## src/hdl/wasm_pkg.sv

```systemverilog
// Package for the i32 stack executor: opcode and status codes, types, defaults.
// No dependencies; every other file of the block but wasm_div uses it.
`timescale 1ns / 1ps
package wasm_pkg;
  localparam int STACK_DEPTH_DEF = 1024;
  localparam int LOCAL_SLOTS_DEF = 64;

  typedef enum logic [4:0] {
    K_NOP = 5'd0, K_UNREACH = 5'd1, K_LGET = 5'd2, K_LSET = 5'd3, K_LTEE = 5'd4,
    K_CONST = 5'd5, K_EQ = 5'd6, K_NE = 5'd7, K_LTS = 5'd8, K_LTU = 5'd9,
    K_GTS = 5'd10, K_GTU = 5'd11, K_LES = 5'd12, K_ADD = 5'd13, K_SUB = 5'd14,
    K_MUL = 5'd15, K_DIVS = 5'd16, K_DIVU = 5'd17, K_REMS = 5'd18, K_REMU = 5'd19,
    K_BEGIN = 5'd20
  } kind_t;

  typedef enum logic [2:0] {
    ST_OK = 3'd0, ST_TRAP = 3'd1, ST_UNDER = 3'd2, ST_OVER = 3'd3,
    ST_BADLOC = 3'd4, ST_DIVZERO = 3'd5, ST_SOVF = 3'd6
  } status_t;

  // Classified instruction handed from front to back.
  typedef struct packed {
    logic [4:0]  kind;
    logic [31:0] imm;
  } instr_t;

  typedef enum logic [2:0] {
    S_IDLE, S_READ, S_EXEC, S_DIV, S_WRITE
  } exec_state_t;
endpackage

```

## src/hdl/wasm_fifo.sv

```systemverilog
// Two-entry instruction queue between the front end and the execute back end.
// Depends on wasm_pkg.
`timescale 1ns / 1ps
module wasm_fifo (
  input  logic            clk,
  input  logic            rst_n,
  input  logic            wr_en,
  input  wasm_pkg::instr_t wr_data,
  output logic            full,
  input  logic            rd_en,
  output wasm_pkg::instr_t rd_data,
  output logic            empty
);
  wasm_pkg::instr_t mem_r [2];
  logic wp_r, rp_r;
  logic [1:0] cnt_r;

  assign full    = (cnt_r == 2'd2);
  assign empty   = (cnt_r == 2'd0);
  assign rd_data = mem_r[rp_r];

  always_ff @(posedge clk) begin
    if (wr_en) mem_r[wp_r] <= wr_data;
  end

  // pointers and fill count
  always_ff @(posedge clk) begin
    if (!rst_n) begin
      wp_r <= 1'b0; rp_r <= 1'b0; cnt_r <= 2'd0;
    end else begin
      if (wr_en) wp_r <= ~wp_r;
      if (rd_en) rp_r <= ~rp_r;
      cnt_r <= cnt_r + {1'b0, wr_en} - {1'b0, rd_en};
    end
  end
endmodule

```

## config.mk

```make
export PLATFORM = sky130hd
export DESIGN_NAME = wasm_fifo
export DESIGN_NICKNAME = d
export VERILOG_FILES = /design/src/hdl/wasm_pkg.sv /design/src/hdl/wasm_fifo.sv
export SDC_FILE = /design/constraint.sdc
export NUM_CORES = 1
export LEC_CHECK = 0
export BUFFER_PORTS_ARGS = -buffer_cell sky130_fd_sc_hd__buf_2
export CAP_MARGIN = 30
export CORE_ASPECT_RATIO = 2
export CORE_MARGIN = 2
export CORE_UTILIZATION = 52
export CTS_BUF_LIST = sky130_fd_sc_hd__clkbuf_16
export DETAILED_ROUTE_END_ITERATION = 8
export MAX_ROUTING_LAYER = met4
export PLACE_DENSITY = 0.86
export SYNTH_ARGS = -nofsm -noshare
export SYNTH_HDL_FRONTEND = slang
export SYNTH_SLANG_ARGS = --single-unit
```

## constraint.sdc

```tcl
create_clock -name clk -period 3.1 [get_ports clk]
set_input_delay 0.62 -clock clk [delete_from_list [all_inputs] [get_ports clk]]
set_output_delay 0.62 -clock clk [all_outputs]
set_load 0.02 [all_outputs]
```

==> results of run 1 <==
-- power by group --
| part | leakage, nW | switching [mW] | total (mW) | internal [mW] |
|---|---|---|---|---|
| Clock | 0.143 | 0.347 | 0.954 | 0.607 |
| Sequential | 0.736 | 0.0282 | 1.26 | 1.23 |
| Combinational | 0.653 | 0.167 | 0.325 | 0.159 |
-- layout make-up --
class,count,area [sq um]
clock buffers,9,225
clock inverters,7,55.1
fillers,392,1940
inverters,2,7.51
multi-input cells,51,656
flip-flops and latches,79,2320
well taps,61,76.3
repair buffers,82,430
-- stage by stage --
step / cell area, sq um / std cells
after floorplan: 3050 / 136
after global placement: 3490 / 275
after detailed placement: 3490 / 275
after CTS: 3770 / 291
after global routing: 3770 / 291
final: 3770 / 291
-- cells in the mapped netlist --
| cell type | count | area share [%] |
|---|---|---|
| edfxtp_1 | 74 | 73 |
| xor2_1 | 1 | 0.29 |
| buf_12 | 3 | 2.0 |
| buf_6 | 1 | 0.37 |
| and2_1 | 4 | 0.82 |
| mux2_4 | 30 | 15 |
| dfxtp_1 | 5 | 3.3 |
| o21a_1 | 1 | 0.25 |
| inv_1 | 2 | 0.25 |
| nor2b_1 | 4 | 0.82 |
| mux2_2 | 7 | 2.6 |
| xnor3_1 | 1 | 0.74 |
| nor2_1 | 1 | 0.12 |
| ha_1 | 2 | 0.82 |
-- metal layers --
metal  GRT usage (%)  share of wire, %
met1            15.0                33
met3            4.15               4.8
met4            10.2               4.0
met2            26.7                59
met5               -                 0
-- sequential cells by signal, indices dropped and copies added (netlist names), named ones only --
name / count
cnt_r: 2
mem_r: 74
rp_r: 1
wp_r: 1
-- critical path, cell delays in order, from the launching register on --
cell and delay [ns]:
dfxtp_2 0.61, buf_12 0.27, mux2_2 0.35, buf_2 0.16
-- cell families after synthesis --
logic type | count (synthesis)
flops | 79
mux | 37
simple gates | 9
buf+inv | 6
compound gates | 1
fa+ha+maj | 2
xor+xnor | 2
-- worst paths after layout --
| path | to | slack, ns | depth (start not counted) |
|---|---|---|---|
| min reg2reg | register | 0.59 | 2 |
| max reg2reg | mem_r[1][14] | 1.58 | 1 |
| min | mem_r[0][36] | 0.49 | 1 |
| max | rd_data[0] | 0.76 | 3 |
==> results summary, run 1 <==
The setup slack after layout is 0.757 ns. By startpoint and endpoint, the worst setup path is classified as register to output port. The worst clock skew is 0.00410 ns.

The worst hold path belongs to the class input pin to register. The worst-case headroom to the max-slew limit came out at 41.5%. The count of final max-slew check failures came to 0. The total chip power came out at 2.54 mW. The largest fanout of any net on the critical path came out at 23. The post-cts sizing count is 0. The area of the die is 6530 sq um. In this run the core area contains 39 standard-cell rows. The synthesized instance count came out at 136.

The antenna diode count came out at 0. The first-pass detailed-route iteration total came out at 4. The worst hold slack across all endpoints came out at 0.487 ns. Dividing the detail-routed wire length by the instance count gives 15.6 um. At the worst endpoint, the arrival time is 1.72 ns. Counting distinct cell types in the post-synthesis netlist gives 14.

The buffer count from post-CTS setup fixing is 0. The number of antenna violations at the first check in global routing is 0. The die is 112 um tall.

The setup slack at placement is 1.07 ns. For this configuration, the core starts out at a cell density of 53.4%. The proportion of layout cells with a drive suffix above 1 came out at 58.3%. The die extent in x is 58.1 um. The count of synthesis-stage warnings from yosys is 0. The sum of negative setup slack came out at 0 ns. The beginning of the worst register-to-register path is wp_r. The leakage power figure came out at 1.53 nW. The final-report setup violation count is 0. Summing the areas of all and, or, nand and nor instances in the mapped netlist gives 1.77% of the synthesized area. The library cell used as clock root buffer is clkbuf_16. The clock passes through at most 2 buffers.

The multiplexer fraction of the synthesized cell area came out at 17.4%. In the routed layout, each cell is associated on average with a via count of 5.00. Setup repair after global routing left no endpoint under its margin. The net count after synthesis is 179. The via count of the first global-routing pass came out at 1486. The total overflow left after global routing is 0. The area share of fa/ha/maj cells after synthesis came out at 0.821%. In this run the remaining antenna-violating nets after routing total 0. After detailed routing, the number of remaining DRC violations is 0.

The count of boundary I/O pins is 80. The H-tree depth reported by CTS came out at 3. The via count is 1454. The clock transition at the registers of the reported paths is 0.05 ns. The clock period could shrink to 2.34 ns. The overall routed net length came out at 4550 um. The flop and latch count out of synthesis came out at 79. The fmax is 0.427 GHz. The routability congestion estimate from global placement is 0.774. The net count of the finished layout came out at 268. Global routing used 15.8% of the available tracks across all layers. The XOR/XNOR share of the synthesized area is 1.03%.

The clock reaches the later pin of the worst-skew pair after 0.32 ns. After layout, the worst path uses 75.6% of the clock period. The share of the synthesized area in compound gates (AO/OA/AOI/OAI) came out at 0.246%. The mapped netlist covers 3050 sq um. The run finished with clean final reports. The number of sinks on the clock net is 79.

The largest vdd supply drop came out at 0.000692 V. The worst setup path is launched from a register. The final hold violation count is 0. STA classifies the critical path endpoint as an output port. For this design the ratio of total power to cell area is 674 nW/um^2. The final core area utilization came out at 66.1%. The number of clock buffers added by TritonCTS is 9. The largest net degree at the start of global routing came out at 38. The area of the core is 5710 sq um.

At the worst endpoint, the required time is 2.48 ns. Across the run, the number of max-cap violations was 0. By area, the combinational part of the netlist is dominated by multiplexers. The area growth from synthesis to layout is 23.8%. The most common cell after layout, fill and taps aside is buf_2. Input and output buffers added on the ports amount to 79. At the pin with the least slew margin, the transition time is 0.878 ns. The HPWL after detailed placement came out at 3290 um.

The startpoint identified for the worst hold timing path is wr_data[36]. The global-route wire length before repair is 6960 um. TritonCTS built the clock tree. Leaving out fill and tap cells, the most frequent cells in the layout are 79 x buf_2, 74 x edfxtp_1, 30 x mux2_4.

The number of hold buffers added after cts is 0. The number of DRC markers after the initial detailed-route iteration came out at 37. The mean area per synthesized cell came out at 22.4 sq um.

The post-synthesis sequential area ratio came out at 76.2%.
(Power assumes the default switching activity.)
==> inputs of run 2 (changes only) <==
--- a/config.mk
+++ b/config.mk
@@ -5,15 +5,16 @@
 export SDC_FILE = /design/constraint.sdc
 export NUM_CORES = 1
 export LEC_CHECK = 0
+export ABC_AREA = 1
 export BUFFER_PORTS_ARGS = -buffer_cell sky130_fd_sc_hd__buf_2
 export CAP_MARGIN = 30
 export CORE_ASPECT_RATIO = 2
 export CORE_MARGIN = 2
-export CORE_UTILIZATION = 52
+export CORE_UTILIZATION = 47
 export CTS_BUF_LIST = sky130_fd_sc_hd__clkbuf_16
 export DETAILED_ROUTE_END_ITERATION = 8
 export MAX_ROUTING_LAYER = met4
-export PLACE_DENSITY = 0.86
+export PLACE_DENSITY = 0.82
 export SYNTH_ARGS = -nofsm -noshare
 export SYNTH_HDL_FRONTEND = slang
 export SYNTH_SLANG_ARGS = --single-unit
==> constraint.sdc (replaced) <==
create_clock -name clk -period 1.9 [get_ports clk]
set_input_delay 0.38 -clock clk [delete_from_list [all_inputs] [get_ports clk]]
set_output_delay 0.38 -clock clk [all_outputs]
set_load 0.02 [all_outputs]
==> run 2 against run 1 <==
  * Combinational power increased by 50%
  * Sequential power rose by 62%
  * Wire length grew 9.5%
  * Critical path depth is the same
  * Worst setup slack worse by 0.64 ns
  * Final cell count is 14% higher
  * Design area grew 1.9%
  * Global-route usage fell by 0.080 points
  * Critical endpoint is now rd_data[4]
==> results summary, run 2 <==
Summing every instance area after synthesis gives 3050 sq um. The final-report setup violation count came out at 0. The number of antenna violations at the first check in global routing was 0.

The register containing the most flip-flops in the final layout is mem_r. The endpoint class of the critical path is an output port. The count of final max-slew check failures came out at 0.

The setup slack after layout came out at 0.112 ns. The number of synthesized flops with an enable pin is 74. The fraction of synthesized cell area taken by the top area cell type is 72.9%. The clock transition at the registers of the reported paths came out at 0.05 ns.

The buffer count from post-CTS setup fixing came out at 0. By instance count, the leading cell after synthesis is edfxtp_1. In the layout the commonest cells are 79 x buf_2, 74 x edfxtp_1, 30 x mux2_4. The mean area per synthesized cell came out at 20.6 sq um. The average via count per standard cell is 4.72. The sequential cell area is 2320 sq um.

The proportion of layout cells with a drive suffix above 1 is 55.7%. The number of core rows is 41. After detailed routing, the average wire length per cell comes to 15.0 um.

The most instantiated flip-flop cell in the synthesis netlist is edfxtp_1. The die extent in x came out at 60.9 um. The post-synthesis sequential area ratio came out at 76.2%. The flop and latch count out of synthesis came out at 79. Along the worst path, the maximum fanout reaches 19. The final global-route overflow total is 0. The final hold violation count was 0.

The run finished with clean final reports. The signal on the critical path passes through buf_12, mux2_2, buf_2. The fmax came out at 0.559 GHz. The number of sinks on the clock net is 79. The worst-case clock buffer depth came out at 2. The worst hold slack across all endpoints is 0.243 ns. The net count after synthesis came out at 191.

The time the final worst path needs with I/O delays and setup came out at 1.79 ns. The number of distinct standard cells referenced by the synthesized netlist came out at 12. The tool flagged a number of max-cap violations equal to 0.

The global-route usage over all layers came out at 15.7%. Together, buffers and inverters on the worst path number 2. The register with the most flip-flops in the layout has 74 of them. The largest registers in the layout are mem_r: 74 flops, cnt_r: 2 flops. The layout filler cell count is 488.

Data on the critical path arrives at its endpoint at 1.41 ns. The via count is 1567. The first-pass detailed-route iteration total came out at 4. The sum of negative setup slack came out at 0 ns. STA classifies the critical path startpoint as a register. The H-tree depth reported by CTS came out at 3. Cells fill 61.0% of the core in the end. For the pin with the worst max-slew slack, the measured transition is 0.328 ns. Clock tree synthesis selected as its root buffer the cell clkbuf_16.

After the flow finishes, the layout carries non-filler instances totaling 332. The HPWL after detailed placement came out at 3440 um. In this design, the stage delay of the slowest critical-path cell is 0.37 ns. Ranked by instance count, the synthesized netlist is headed by 74 x edfxtp_1, 30 x mux2_4, 9 x nor2_1. The number of hold buffers added after cts is 0.

The area of the core came out at 6310 sq um. The count of antenna-violating nets left after detailed routing is 0. The power per standard cell area came out at 1070 nW/um^2. The overall routed net length is 4980 um.

STA puts the critical path data required time at 1.52 ns. Leaving out fill and tap cells, the most frequent cell in the layout is buf_2. The area growth from synthesis to layout is 26.2%. The insertion delay to the later sink of the worst-skew pair is 0.32 ns. In this design, the largest share of critical-path delay is due to flip-flops. The TritonCTS clock tree is yes.

The multi-input combinational cells in the finished layout cover a total of 636 sq um. Summed over all cells, the static leakage comes to 1.58 nW. The count of input and output buffers came out at 79. In the post-synthesis netlist, the biggest area contributors are edfxtp_1 73%, mux2_4 15%, dfxtp_1 3.3%.

The congestion estimate from routability-driven global placement came to 0.788. The antenna diode count is 0. The total chip power came out at 4.11 mW. The synthesized design spends more area on one cell type than any other, namely edfxtp_1. During synthesis, Yosys emitted a total of 0 warnings.

The worst-case headroom to the max-slew limit came out at 78.1%. Setup repair after global routing left no endpoint under its margin. The fraction of registers with async set/reset is 0%. OpenSTA, run right after detailed placement, puts the worst setup slack at 0.454 ns. Counting the buffers created by CTS gives 9. The floorplan step defined a die boundary enclosing 7180 sq um. The net count of the finished layout is 284. The number of DRC markers after the initial detailed-route iteration came out at 59. The placed standard-cell area came out at 3570 sq um. The largest vdd supply drop came out at 0.000879 V. Between clock sinks in the finished design, the worst skew comes to 0.00298 ns.

The floorplan die height came out at 118 um. The worst path uses 94.1% of the clock period. The post-cts sizing count is 0. The count of boundary I/O pins is 80.

The cell count after placement is 316. The initial standard-cell utilization of the core came out at 48.3%. The synthesized instance count came out at 148. The type of the most critical hold path is input pin to register. For this run, design rule violations remaining after detail routing come to 0. The via count of the first global-routing pass came out at 1723. Among all stages on the critical path, the largest delay is contributed by dfxtp_2. The largest net degree at the start of global routing came out at 24. The critical path is of the register to output port type. The cell area after layout is 3850 sq um. The first global-routing pass estimated 7750 um of wire.
==> run 2: cell types whose count changed after synthesis, sizes merged, moves of 4 or more <==
cell	previous run	this run
inv	2	7
nor2b	4	0
nor2	1	9
nand2	0	8
and2	4	0
==> run 2: layout make-up <==
type / count / area share, %
clock buffers: 9 / 5.86
clock inverters: 7 / 1.43
inverters: 7 / 0.683
multi-input cells: 58 / 16.5
flip-flops and latches: 79 / 60.4
well taps: 86 / 2.80
repair buffers: 86 / 12.3
==> run 2: kinds of logic after synthesis <==
| family | synth area share, % |
|---|---|
| compound gates | 0.164 |
| mux | 17.4 |
| fa+ha+maj | 0.821 |
| flops | 76.2 |
| simple gates | 2.26 |
| buf+inv | 3.20 |
==> run 2: power by group <==
group	switching (mW)	total (mW)	internal (mW)
logic	0.267	0.488	0.221
registers	0.0307	2.04	2.01
clock network	0.586	1.58	0.992
total	0.884	4.11	3.22
==> run 2: layer usage <==
layer	GRT usage (%)	up-vias	routed length, um
li1	-	747	-
met1	14.3	759	1720
met2	27.6	50	2930
met3	4.07	11	200
met4	8.56	0	121
met5	-	-	0
==> run 2: path summary, 6_finish.rpt <==
check | depth (start not counted) | slack, ns | to | startpoint
worst max-delay path | 3 | 0.11 | rd_data[4] | register
worst min-delay path | 1 | 0.24 | mem_r[1][3] | wr_data[3]
worst max register to register | 9 | 0.60 | cnt_r[1] | cnt_r[0]
worst min register to register | 2 | 0.50 | register | rp_r
==> inputs of run 3 (changes only) <==
--- a/config.mk
+++ b/config.mk
@@ -14,7 +14,7 @@
 export CTS_BUF_LIST = sky130_fd_sc_hd__clkbuf_16
 export DETAILED_ROUTE_END_ITERATION = 8
 export MAX_ROUTING_LAYER = met4
-export PLACE_DENSITY = 0.82
+export PLACE_DENSITY = 0.73
 export SYNTH_ARGS = -nofsm -noshare
 export SYNTH_HDL_FRONTEND = slang
 export SYNTH_SLANG_ARGS = --single-unit
==> run 3 against run 2 <==
  * Hold slack worse by 0.0020 ns
  * Non-clock buffer count shrank 1
  * Via count is 3.3% lower
  * Combinational power fell by 2%
  * Core utilization grew 0.40 points
  * Largest cell class unchanged
  * Flip-flop and latch count did not move
  * Global-route usage fell by 0.48 points
  * Critical endpoint is now rd_data[1]
  * Die area unchanged
  * Sequential power about the same
  * Register-to-register slack better by 0.03 ns
==> results summary, run 3 (synthesis results as in run 2) <==
The flow ran to the end, and the final reports show no timing, DRC or antenna violations. The largest vdd supply drop is 0.000777 V. The routed design could run at a clock period as short as 1.77 ns.

Broken down by cell family, the worst path's largest delay share belongs to flip-flops. For the worst setup path, the data arrival time is 1.39 ns. The data required time at the worst endpoint came out at 1.52 ns. The layout filler cell count came out at 490. The area of the die is 7180 sq um. Setup repair after global routing left no endpoint under its margin.

Global routing used 15.2% of the available tracks. The slew of the pin with the lowest slew margin is 0.304 ns. The tree is rooted in a clkbuf_16.

The number of antenna diodes in the final layout is 0. The H-tree depth reported by CTS came out at 3. After detailed routing, the total wire length is 4770 um. The congestion estimate from routability-driven global placement came to 0.710. The critical path goes through buf_12, mux2_2, buf_2.

The most common cell after layout, fill and taps aside is buf_2. The delay of the slowest critical-path stage is 0.37 ns. The HPWL after detailed placement is 3400 um. The count of input and output buffers is 79. The die extent in x is 60.9 um. The setup slack after layout is 0.127 ns. In the final layout, flip-flops and latches occupy 2320 sq um.

The clock passes through at most 2 buffers. The number of DRC markers after the initial detailed-route iteration came out at 30. The number of antenna violations at the first check in global routing is 0. Of all nets on the critical path, the largest fanout is 19. The leakage power figure is 1.59 nW. On the final layout, the worst clock skew is 0.00317 ns. The number of core rows is 41. STA classifies the critical path endpoint as an output port.

The worst hold slack across all endpoints is 0.241 ns. The area of the core is 6310 sq um. The total clock buffers created by CTS is 9. In the layout the commonest cells are 79 x buf_2, 74 x edfxtp_1, 30 x mux2_4. The count of final max-slew check failures came to 0. The register with the most flip-flops in the final layout is mem_r. The worst-case headroom to the max-slew limit is 79.7%. The post-cts sizing count came out at 0. The buffer count from post-CTS setup fixing came out at 0. The total overflow left after global routing is 0. The initial standard-cell utilization of the core came out at 48.3%.

For this design the ratio of total power to cell area is 1100 nW/um^2. From synthesis to final layout, the design area changed by 27.0%. The min-delay analysis places its worst path in the category input pin to register. The average wire per cell in the routed design came out at 14.4 um. The fmax is 0.564 GHz. The largest registers in the layout are mem_r: 74 flops, cnt_r: 2 flops. STA classifies the critical path startpoint as a register. Across all layers, the routed design uses 1516 vias. The clock transition at the registers of the reported paths came out at 0.05 ns. The count of boundary I/O pins came out at 80. The via count of the first global-routing pass is 1544. TritonCTS built the clock tree. The count of antenna-violating nets left after detailed routing is 0. From bottom edge to top edge, the die measures 118 um. The insertion delay to the later sink of the worst-skew pair is 0.32 ns. The count of max-cap constraint violations came out at 0. The net count of the finished layout is 283. The largest individual stage delay along the critical path comes from the cell dfxtp_2. The first-pass detailed-route iteration total is 4. The number of flip-flops in the largest register came out at 74. The part of the cycle the worst path needs is 93.3%.

The average via count per standard cell came out at 4.58. Hold repair after CTS inserted 0 buffers. The sum of negative setup slack came out at 0 ns. Cells with a size suffix above 1 make up 57.1% of the layout.

The number of sinks on the clock net came out at 79. The setup slack at placement came out at 0.457 ns. The number of buffers and inverters on the critical path is 2. The final-report setup violation count is 0.

Entering global routing, the biggest net connects 23 pins. The worst setup path is of the register to output port kind. The DRC violations left is 0.

The area used by multi-input combinational logic came out at 636 sq um. The final hold violation count is 0. The global-route wire length before repair came out at 7300 um.
## run 3: changes by cell type in the layout (fill, tap and decap cells not counted)
cell	change
buf_4	-1
bufinv_16	+1
clkinv_2	+2
clkinvlp_4	+1
inv_1	-1
clkinv_1	-3
## run 3: layout make-up
type	count	area share, %
Multi-Input combinational cell	58	16.4
Sequential cell	79	60.0
Tap cell	86	2.78
Inverter	7	0.679
Timing Repair Buffer	85	12.0
Clock inverter	7	2.26
Clock buffer	9	5.82
## run 3: per-layer routing
layer | wire (um) | up-vias | global-route usage, % | share of wire, %
met3 | 251 | 8 | 5.38 | 5.3
met4 | 111 | 0 | 8.42 | 2.3
li1 | - | 740 | - | -
met1 | 1610 | 717 | 14.8 | 34
met5 | 0 | - | - | 0
met2 | 2790 | 51 | 24.9 | 59
## run 3: metrics by stage
step	utilization (%)	std cells	power, mW	cell area, sq um
after detailed placement	56.4	315	2.57	3560
after global routing	61.4	331	4.43	3870
final	61.4	331	4.26	3870
after floorplan	-	148	2.41	3050
after global placement	56.4	315	2.55	3560
after CTS	61.4	331	4.32	3870
## run 3: power by group
group / internal, mW / total, mW / switching (mW)
sequential: 2.01 / 2.04 / 0.0301
clock: 1.14 / 1.74 / 0.600
combinational: 0.220 / 0.479 / 0.259
total: 3.37 / 4.26 / 0.889
## run 3: path summary, 6_finish.rpt
kind                     from            to  slack, ns  cells after the start
setup reg to reg     cnt_r[0]      cnt_r[1]       0.63                      8
hold / removal    wr_data[20]  mem_r[0][20]       0.24                      1
hold reg to reg          rp_r      register       0.51                      2
setup / recovery     register    rd_data[1]       0.13                      3
